### src/sv/assert_macros.svh
// Assertion macros shared by the RTL. Synthesis builds define SYNTH so that
// every use collapses to nothing.
`ifndef ASSERT_MACROS_SVH
`define ASSERT_MACROS_SVH

`ifndef SYNTH
// The condition c must hold in the same cycle as a.
`define ASSERT_SAME(label, clk, rst_n, a, c) \
    label: assert property (@(posedge clk) disable iff (!rst_n) (a) |-> (c)) \
        else $error("assertion failed");
// The condition c must hold in the cycle after a.
`define ASSERT_NEXT(label, clk, rst_n, a, c) \
    label: assert property (@(posedge clk) disable iff (!rst_n) (a) |=> (c)) \
        else $error("assertion failed");
`else
`define ASSERT_SAME(label, clk, rst_n, a, c)
`define ASSERT_NEXT(label, clk, rst_n, a, c)
`endif

`endif

### src/sv/mdat_pkg.sv
`default_nettype none

package mdat_pkg;

    // Table size and the highest mesh address that may be handed out.
    localparam int TABLE_DEPTH = 16;
    localparam int ADDR_LIMIT  = 255;

    // Lowest mesh address the free search considers.
    localparam logic [15:0] FIRST_ADDR = 16'h0002;

    localparam int IDX_W  = (TABLE_DEPTH > 1) ? $clog2(TABLE_DEPTH) : 1;
    localparam int SLOT_W = 4;

    // Only TABLE_DEPTH addresses can be taken, so a free one always lies
    // within the first TABLE_DEPTH + 1 candidates.
    localparam int FREE_N = TABLE_DEPTH + 1;

    // Code seven has no meaning; the block answers it with zeros.
    typedef enum logic [2:0] {
        ACT_MAC_BY_MESH = 3'd0,
        ACT_MESH_BY_MAC = 3'd1,
        ACT_ADD         = 3'd2,
        ACT_DELETE      = 3'd3,
        ACT_DEACTIVATE  = 3'd4,
        ACT_FIND_FREE   = 3'd5,
        ACT_SET_ACTIVE  = 3'd6,
        ACT_UNUSED      = 3'd7
    } action_t;

    typedef enum logic {
        ST_IDLE,
        ST_SCAN
    } state_t;

    typedef struct packed {
        logic [15:0] mesh;
        logic [47:0] mac;
        logic        active;
        logic [6:0]  dev_type;
    } entry_t;

    typedef struct packed {
        logic [2:0]  action;
        logic [15:0] mesh_addr;
        logic [47:0] mac_addr;
        logic [6:0]  dev_type;
        logic        new_active;
    } req_t;

    typedef struct packed {
        logic              ok;
        logic [SLOT_W-1:0] slot_index;
        logic [15:0]       found_mesh_addr;
        logic [47:0]       found_mac;
    } rsp_t;

endpackage

`default_nettype wire

### src/sv/mdat_ram.sv
`default_nettype none

// Single-port-write, single-port-read RAM with a registered read.
module mdat_ram #(
    parameter int WIDTH = 8,
    parameter int DEPTH = 16
) (
    input  wire logic                                     clk,
    input  wire logic                                     we,
    input  wire logic [((DEPTH > 1) ? $clog2(DEPTH) : 1)-1:0] waddr,
    input  wire logic [WIDTH-1:0]                         wdata,
    input  wire logic [((DEPTH > 1) ? $clog2(DEPTH) : 1)-1:0] raddr,
    output logic      [WIDTH-1:0]                         rdata
);

    logic [WIDTH-1:0] mem [DEPTH];

    always_ff @(posedge clk)
    begin
        if (we)
        begin
            mem[waddr] <= wdata;
        end
        rdata <= mem[raddr];
    end

endmodule

`default_nettype wire

### src/sv/mesh_device_address_table.sv
`default_nettype none

// Channel   Ports                 Handshake
// request   req (req_t)           taken at a clock edge with start high, busy low
// result    rsp (rsp_t)           valid for the one cycle that done is high
//
// An unused action code or a mesh lookup above the address limit answers in the
// next cycle. Every other action reads one slot per cycle from the entry RAM:
// lookups, add, delete and set activation stop at the first hit or after the
// last slot; deactivate-all and find-free sweep all slots.
// The result shows in the cycle right after the last busy cycle, which may take a
// new word. Reset clears the valid flags at once; the receiver cannot stall results.

`include "assert_macros.svh"

module mesh_device_address_table
    import mdat_pkg::*;
(
    input  wire logic clk,
    input  wire logic rst_n,
    input  wire logic start,
    input  wire req_t req,
    output logic      busy,
    output logic      done,
    output rsp_t      rsp
);

    localparam int EW = $bits(entry_t);

    // The table lives in one RAM; a slot whose valid flag is clear reads as
    // an all-zero entry, which is exactly the state after reset or delete.
    state_t                 state_reg, state_next;
    logic [IDX_W-1:0]       idx_reg, idx_next;
    req_t                   req_reg, req_next;
    logic [TABLE_DEPTH-1:0] valid_reg, valid_next;
    logic [FREE_N-1:0]      used_reg, used_next;
    rsp_t                   rsp_reg, rsp_next;
    logic                   done_reg, done_next;

    logic             ram_we;
    logic [IDX_W-1:0] ram_raddr;
    entry_t           ram_wdata;
    logic [EW-1:0]    ram_rdata;

    entry_t cur;
    logic   accept;
    logic   last;
    logic   immediate;
    logic   hit;
    logic   finish;

    mdat_ram #(
        .WIDTH (EW),
        .DEPTH (TABLE_DEPTH)
    ) u_ram (
        .clk   (clk),
        .we    (ram_we),
        .waddr (idx_reg),
        .wdata (ram_wdata),
        .raddr (ram_raddr),
        .rdata (ram_rdata)
    );

    assign accept = start && (state_reg == ST_IDLE);
    assign last   = (idx_reg == IDX_W'(TABLE_DEPTH - 1));
    assign cur    = valid_reg[idx_reg] ? entry_t'(ram_rdata) : '0;

    // Words that never need the table.
    always_comb
    begin
        immediate = 1'b0;
        if (req.action == ACT_UNUSED)
        begin
            immediate = 1'b1;
        end
        else if ((req.action == ACT_MAC_BY_MESH) && (req.mesh_addr > 16'(ADDR_LIMIT)))
        begin
            immediate = 1'b1;
        end
    end

    // Slot compare for the actions that stop at the first match.
    always_comb
    begin
        hit = 1'b0;
        case (req_reg.action)
            ACT_MAC_BY_MESH, ACT_SET_ACTIVE: hit = (cur.mesh == req_reg.mesh_addr);
            ACT_MESH_BY_MAC, ACT_DELETE:     hit = (cur.mac == req_reg.mac_addr);
            ACT_ADD:                         hit = (cur.mesh == 16'd0);
            default:                         hit = 1'b0;
        endcase
    end

    assign finish = (state_reg == ST_SCAN) && (hit || last);

    // Next state.
    always_comb
    begin
        state_next = state_reg;
        case (state_reg)
            ST_IDLE:
            begin
                if (start && !immediate)
                begin
                    state_next = ST_SCAN;
                end
            end
            ST_SCAN:
            begin
                if (finish)
                begin
                    state_next = ST_IDLE;
                end
            end
            default: state_next = ST_IDLE;
        endcase
    end

    // Datapath and outputs.
    always_comb
    begin
        idx_next   = idx_reg;
        req_next   = req_reg;
        valid_next = valid_reg;
        used_next  = used_reg;
        rsp_next   = rsp_reg;
        done_next  = 1'b0;
        ram_we     = 1'b0;
        ram_wdata  = cur;
        ram_raddr  = '0;

        case (state_reg)
            ST_IDLE:
            begin
                // Slot zero is read now so its data is ready in the first
                // scan cycle.
                ram_raddr = '0;
                if (accept)
                begin
                    req_next  = req;
                    idx_next  = '0;
                    used_next = '0;
                    if (immediate)
                    begin
                        rsp_next  = '0;
                        done_next = 1'b1;
                    end
                end
            end
            ST_SCAN:
            begin
                ram_raddr = last ? '0 : (idx_reg + IDX_W'(1));
                idx_next  = idx_reg + IDX_W'(1);
                if (finish)
                begin
                    rsp_next  = '0;
                    done_next = 1'b1;
                end

                case (req_reg.action)
                    ACT_MAC_BY_MESH:
                    begin
                        if (hit)
                        begin
                            rsp_next.ok        = 1'b1;
                            rsp_next.found_mac = cur.mac;
                        end
                    end
                    ACT_MESH_BY_MAC:
                    begin
                        if (hit)
                        begin
                            rsp_next.ok              = 1'b1;
                            rsp_next.found_mesh_addr = cur.mesh;
                        end
                    end
                    ACT_ADD:
                    begin
                        if (hit)
                        begin
                            ram_we             = 1'b1;
                            ram_wdata.mesh     = req_reg.mesh_addr;
                            ram_wdata.mac      = req_reg.mac_addr;
                            ram_wdata.active   = 1'b1;
                            ram_wdata.dev_type = req_reg.dev_type;
                            valid_next[idx_reg] = 1'b1;
                            rsp_next.ok         = 1'b1;
                            rsp_next.slot_index = SLOT_W'(idx_reg);
                        end
                    end
                    ACT_DELETE:
                    begin
                        // Dropping the valid flag makes the slot read as zero.
                        if (hit)
                        begin
                            valid_next[idx_reg] = 1'b0;
                            rsp_next.ok         = 1'b1;
                        end
                    end
                    ACT_SET_ACTIVE:
                    begin
                        if (hit)
                        begin
                            ram_we              = 1'b1;
                            ram_wdata.active    = req_reg.new_active;
                            valid_next[idx_reg] = 1'b1;
                            rsp_next.ok         = 1'b1;
                        end
                    end
                    ACT_DEACTIVATE:
                    begin
                        // Write back each live slot with its active bit cleared
                        // while the next slot is being read.
                        ram_we           = valid_reg[idx_reg];
                        ram_wdata.active = 1'b0;
                        if (last)
                        begin
                            rsp_next.ok = 1'b1;
                        end
                    end
                    ACT_FIND_FREE:
                    begin
                        // Bit j marks candidate FIRST_ADDR + j as taken.
                        for (int j = 0; j < FREE_N; j++)
                        begin
                            if (cur.mesh == (FIRST_ADDR + 16'(j)))
                            begin
                                used_next[j] = 1'b1;
                            end
                        end
                        if (last)
                        begin
                            for (int j = FREE_N - 1; j >= 0; j--)
                            begin
                                if (!used_next[j] && ((FIRST_ADDR + 16'(j)) <= 16'(ADDR_LIMIT)))
                                begin
                                    rsp_next.ok              = 1'b1;
                                    rsp_next.found_mesh_addr = FIRST_ADDR + 16'(j);
                                end
                            end
                        end
                    end
                    default:
                    begin
                        rsp_next = '0;
                    end
                endcase
            end
            default:
            begin
                ram_raddr = '0;
            end
        endcase
    end

    always_ff @(posedge clk or negedge rst_n)
    begin
        if (!rst_n)
        begin
            state_reg <= ST_IDLE;
            idx_reg   <= '0;
            valid_reg <= '0;
            done_reg  <= 1'b0;
        end
        else
        begin
            state_reg <= state_next;
            idx_reg   <= idx_next;
            valid_reg <= valid_next;
            done_reg  <= done_next;
        end
    end

    always_ff @(posedge clk)
    begin
        req_reg  <= req_next;
        used_reg <= used_next;
        rsp_reg  <= rsp_next;
    end

    assign busy = (state_reg != ST_IDLE);
    assign done = done_reg;
    assign rsp  = rsp_reg;

    // The table is only ever written during a scan.
    `ASSERT_SAME(a_write_in_scan, clk, rst_n, ram_we, state_reg == ST_SCAN)
    // A result is never shown while a scan is still running.
    `ASSERT_SAME(a_done_idle, clk, rst_n, done_reg, state_reg == ST_IDLE)
    // A word that needs the table starts a scan in the next cycle.
    `ASSERT_NEXT(a_scan_starts, clk, rst_n, accept && !immediate, state_reg == ST_SCAN)
    // The scan never runs past the last slot.
    `ASSERT_NEXT(a_scan_ends, clk, rst_n, (state_reg == ST_SCAN) && last,
                 (state_reg == ST_IDLE) && done_reg)
    // Only a successful add reports a nonzero slot.
    `ASSERT_SAME(a_slot_ok, clk, rst_n, done_reg && (rsp_reg.slot_index != '0), rsp_reg.ok)

endmodule

`default_nettype wire
### config.mk
export PLATFORM = sky130hd
export DESIGN_NAME = mesh_device_address_table
export DESIGN_NICKNAME = d
export VERILOG_FILES = /design/src/sv/mdat_pkg.sv /design/src/sv/mdat_ram.sv /design/src/sv/mesh_device_address_table.sv
export VERILOG_INCLUDE_DIRS = /design/src /design/src/sv
export SDC_FILE = /design/constraint.sdc
export NUM_CORES = 2
export LEC_CHECK = 0
export BUFFER_PORTS_ARGS = -buffer_cell sky130_fd_sc_hd__buf_2
export CAP_MARGIN = 20
export CORE_UTILIZATION = 45
export CTS_BUF_LIST = sky130_fd_sc_hd__clkbuf_16
export CTS_CLUSTER_DIAMETER = 40
export CTS_CLUSTER_SIZE = 25
export DETAILED_ROUTE_END_ITERATION = 16
export PLACE_DENSITY = 0.58
export SYNTH_ARGS = -nofsm -noshare
export SYNTH_HDL_FRONTEND = slang
export SYNTH_HIERARCHICAL = 1
export SYNTH_SLANG_ARGS = --single-unit
### constraint.sdc
create_clock -name clk -period 22.3 [get_ports clk]
set_input_delay 1.115 -clock clk [delete_from_list [all_inputs] [get_ports clk]]
set_output_delay 1.115 -clock clk [all_outputs]
set_load 0.01 [all_outputs]
# After elaboration in Yosys (flattened, before gate mapping)

Memory sizes are Yosys's and may differ from the RTL's. A register that Yosys moved wholly into a read port is not among the register bits.
Cells that the tools add are included.

Div/mod/pow operators: 0
$lt $le $gt $ge: 3
Multiplexer cells: 136
Reduce and logical (&&, ||, !) cells: 22
$mul: 0
Eq/ne operators: 32
Shifts and indexed selects: 0
Bitwise logic cells: 4
Add/subtract/negate cells: 1

Operator list:

| operator                                                              | number |
|---|---|
| 16-bit two-way mux                                                    | 21 |
| 72-bit two-way mux                                                    | 3 |
| 69-bit two-way mux                                                    | 3 |
| 69-bit one-hot mux with 2 select lines                                | 1 |
| 16-bit by 4-bit == test with 1-bit output, second input constant      | 8 |
| 48-bit one-hot mux with 2 select lines                                | 1 |
| 1-bit two-way mux                                                     | 85 |
| 16-bit by 3-bit == test with 1-bit output, second input constant      | 4 |
| 64-bit two-way mux                                                    | 1 |
| 16-bit by 5-bit == test with 1-bit output, second input constant      | 3 |
| 48-bit == test                                                        | 1 |
| 48-bit two-way mux                                                    | 1 |
| 16-bit one-hot mux with 3 select lines                                | 1 |
| 17-bit two-way mux                                                    | 2 |
| 17-bit one-hot mux with 2 select lines                                | 1 |
| 16-bit by 2-bit == test with 1-bit output, second input constant      | 2 |
| 16-bit one-hot mux with 2 select lines                                | 1 |
| 4-bit one-hot mux with 2 select lines                                 | 3 |
| 16-bit AND                                                            | 1 |
| 16-bit == test                                                        | 1 |
| 16-bit by 8-bit > comparator with 1-bit output, second input constant | 1 |
| 16-bit logical NOT                                                    | 1 |
| 16-bit NOT                                                            | 1 |
| 16-bit bitwise OR                                                     | 1 |
| 29 further kinds                                                      | 50 |

Output and inout bits: 71
Input port bits: 78
Memory bits (read-only): 0
Memory bits (writable): 1152
Logic and storage cells: 213
Latch bits: 0
Flip-flop bits (word level): 183
Memories kept: 1

Memory list:

| memory    | depth | bits a word | read ports | clocked after Yosys merged registers in | write ports | RTL line       | RTL |
|---|---|---|---|---|---|---|---|
| u_ram.mem | 16    | 72          | 1          | 1                                       | 1           | mdat_ram.sv:16 | `logic [WIDTH-1:0] mem [DEPTH];` |

# Longest topological paths before layout

Word-level depth: 28
Depth in mapped cells: 17
Depth with buffers taken out: 13

# Cells and area by module

The synthesis kept the hierarchy.

By module, submodules not included:

| module                    | cells an instance | instances | area an instance (um^2) | sequential area each (um^2) |
|---|---|---|---|---|
| mdat_ram                  | 1850              | 1         | 44552.7                 | 36034.6 |
| mesh_device_address_table | 1102              | 1         | 10816.6                 | 5385.2 |

# Worst setup path after synthesis

Ideal clock, no wire load.

Path kind: register to register
From: register idx_reg[0]
To: memory u_ram/mem[0][0] (netlist name), enable pin
Slack: 13187 ps
Clock period less this slack: 9113 ps
Buffers on the path: 3
Data arrival time: 8522 ps
Library setup time: 590 ps
Stages on the path, launching flop included: 17
Data required time: 21710 ps
Cell sequence: dfrtp_1 buf_2 nor2b_2 and2_1 buf_2 nor4_2 nor3_1 a2111oi_2 nand4_1 nor4_2 nor3_2 clkbuf_1 nor2b_1 a21oi_1 nor3_1 or3b_2 nor3_1

Cells in the longest elaborated chain, start to end: 10
Elaborated cells between the ends (all ways): 12
Classes of those cells: 2 x eq/ne; 9 x mux; 1 x reduce/logical

Ends and longest elaborated chain:

| element                                       | RTL line                                                           | RTL |
|---|---|---|
| start: declaration                            | mesh_device_address_table.sv:33                                    | `logic [IDX_W-1:0] idx_reg, idx_next;` |
| start signal: assignment                      | mesh_device_address_table.sv:268                                   | `idx_reg <= idx_next;` |
| 1-bit binary-select mux with 4-bit select (*) | mesh_device_address_table.sv:66, mesh_device_address_table.sv:214  |  |
| 1-bit two-way mux (implied by the code) (*)   | mesh_device_address_table.sv:66, mesh_device_address_table.sv:214  |  |
| 72-bit two-way mux                            | mesh_device_address_table.sv:66                                    | `assign cur = valid_reg[idx_reg] ? entry_t'(ram_rdata) : '0;` |
| 48-bit == test, or another cell as far along  | mesh_device_address_table.sv:88                                    | `ACT_MESH_BY_MAC, ACT_DELETE: hit = (cur.mac == req_reg.mac_addr);` |
| 1-bit one-hot mux with 3 select lines         | mesh_device_address_table.sv:86                                    | `case (req_reg.action)` |
| 1-bit two-way mux                             | mesh_device_address_table.sv:179, mesh_device_address_table.sv:202 |  |
| 1-bit one-hot mux with 2 select lines (*)     | mesh_device_address_table.sv:160                                   | `case (req_reg.action)` |
| 1-bit two-way mux (*)                         | mesh_device_address_table.sv:132                                   | `case (state_reg)` |
| named net ram_we                              | mesh_device_address_table.sv:40                                    | `logic ram_we;` |
| 1-bit two-way mux (*)                         | mdat_ram.sv:20                                                     | `if (we)` |
| 1-bit two-way mux (implied by the code) (*)   | mdat_ram.sv:22                                                     | `mem[waddr] <= wdata;` |
| end: declaration                              | mdat_ram.sv:16                                                     |  |

Mark *: on every way through the listed nets, which the timed path passes. The rest lies on a longest branch. The select of a mux whose other input is x is not followed.

# Worst setup path in the final report

From: register idx_reg[1]
To: memory u_ram/mem[4][25] (netlist name), enable pin

The elaborated chain is that of the path after synthesis.

==> run metrics <==
status complete, no violations; clock skew 0.0384 ns; setup tns final 0 ns; Die ar. between 100,000 and 150,000 µm²; final std cells w/o fill 4,580; fin crit share about 39%; Die Width between 300 and 400 µm; worst vdd ir between 0.0002 and 0.00025 V; clk buf depth 3; Pre-antenna DRT Iters 6; Final Hold Vio Count 0; worst hold path type in -> async; CP Buf/Inv Count 4; syn_nets 2,810; Sw Pwr slightly below 3000 µW; Least-Margin Pin Slew 1.15 ns; io pins about 150; CP arrival 9.09 ns; clock root buffer clkbuf_16; register area approximately 37,000 µm²; gr ovfl total 0; crit end category flip-flop; Largest register FFs just over 1,000; area grow syn2layout 15.8%; fill count about 8,800; Post-CTS Hold Buffers 0; Cell Int Power around 5700 µW; combinational fraction of design power 31.1%; CP required 22.66 ns; worst stage delay on the critical path around 0.94 ns; core box area about 110,000 µm²; critical-path maximum fanout 34; Clock transition at path regs ~0.050 ns; Max-Cap Viols 0; area of the multi-input gates ~12,000 µm²; Sink Count approximately 1,300; leakage just under 0.02 µW; maximum clock frequency 115 MHz; Min Clock Period, post-route around 8.7 ns; placer congestion estimate 0.841; site row count around 120; CP most frequent cell buf_4; Initial Util around 45%; number of global-route vias before repair roughly 28,000; IO buf count between 100 and 150; Top Family by Delay on Critical Path simple AND/OR/NAND/NOR gates; Avg Cell Area, Syn 18.4 µm²; Vias/cell 6.12; Yosys Warn Count 6; dpl cells between 4,000 and 5,000; Max Slew Vio Count 0; sequential share of power between 40% and 50%; Sw Ratio 34.0%; htree depth 4; initial antenna violation count 1; worst path cell trace mux2i_1 > nand2_1 > nand4_2 > buf_4 > nand2_2 > buf_4 > a222oi_1 > nand4_1 > nor4_2 > nor3_2 > nor2b_1 > a21oi_1 > nor3_1 > nand3b_1 > nor3_2 > buf_4 > buf_4; RSZ-0062 raised after global routing false; WL/cell approximately 30 µm; post-route ant nets 0; # diodes 0; share of layout cells above drive strength 1 26.9%; Num CTS Buffers between 150 and 200; synthesized area ~50,000 µm²; most frequent cells in the layout edfxtp_1, mux4_2, nand2_1; CTS tree done; first-pass GRT wire length between 150,000 and 200,000 µm; Final nets about 3,000; Via Count 28,000; commonest non-fill, non-tap cell in the layout edfxtp_1; Clock power frac around 29%; # setup viols final 0; all-layer global routing usage 24.6%; # resized after CTS 0; largest net degree at the start of global routing approximately 140; DRC 0; Initial DRC Count ~3,300; Crit-path slowest cell dfrtp_1; die height between 300 and 400 µm; HPWL after DPL slightly below 80,000 µm; Rel. slew slack a little under a quarter; Setup CP Type reg -> reg; Startpoint Class flip-flop; Final Routed Wirelength ~140,000 µm; post-CTS setup buffer count 0; Skew-Pair Late Insertion Delay around 0.76 ns; PwrDens between 100 and 150 nW/µm²; synthesized instance count roughly 2,700
## final cells by class
cell class / instances / share of cell area (%)
Clock buffer: 157 / 6.76
Clock inverter: 123 / 2.17
Inverter: 54 / 0.351
Multi-Input combinational cell: 1233 / 20.7
Sequential cell: 1263 / 64.0
Tap cell: 1488 / 3.21
Timing Repair Buffer: 262 / 2.80
## per-stage QoR
| step | area [µm²] | hold slack [ns] | utilization [%] | power, µW | worst slack (ns) |
|---|---|---|---|---|---|
| floorplan | 50100 | 0.464 | - | 5240 | 13.80 |
| global placement | 52700 | 0.474 | 47.7 | 6080 | 13.95 |
| detailed placement | 52900 | 0.487 | 47.8 | 6190 | 13.81 |
| CTS | 58000 | 0.308 | 52.5 | 8680 | 13.70 |
| global route | 58100 | 0.357 | 52.5 | 9000 | 13.38 |
| finish | 58100 | 0.335 | 52.5 | 8660 | 13.57 |
## path summary, 6_finish.rpt
path / start / to / slack (ns) / depth (start not counted)
max in group asynchronous: rst_n / idx_reg[2] / 21.56 / 1
min in group clk: flip-flop / flip-flop / 0.50 / 1
setup / recovery: idx_reg[1] / u_ram/mem[4][25] / 13.57 / 17
setup reg to reg: idx_reg[1] / u_ram/mem[4][25] / 13.57 / 17
hold reg to reg: flip-flop / flip-flop / 0.50 / 1
hold / removal: rst_n / done / 0.34 / 1
## power groups by stage
stage	Combinational [µW]	Clock, µW	Sequential, µW
2_1_floorplan	1840	0	3400
3_3_place_gp	2580	0	3500
3_5_place_dp	2680	0	3500
4_1_cts	2700	2530	3460
5_1_grt	2900	2630	3470
6_report	2700	2500	3460
## layer usage
layer  share of wire, %  vias to the layer above  global-route usage [%]
met1                 42                    14700                    35.6
met5             0.0058                        -                       0
met3                9.3                      219                    5.01
met4                2.1                        2                    6.45
li1                   -                    11700                       -
met2                 47                     1455                    38.4
Power figures use the tool's default switching activity.
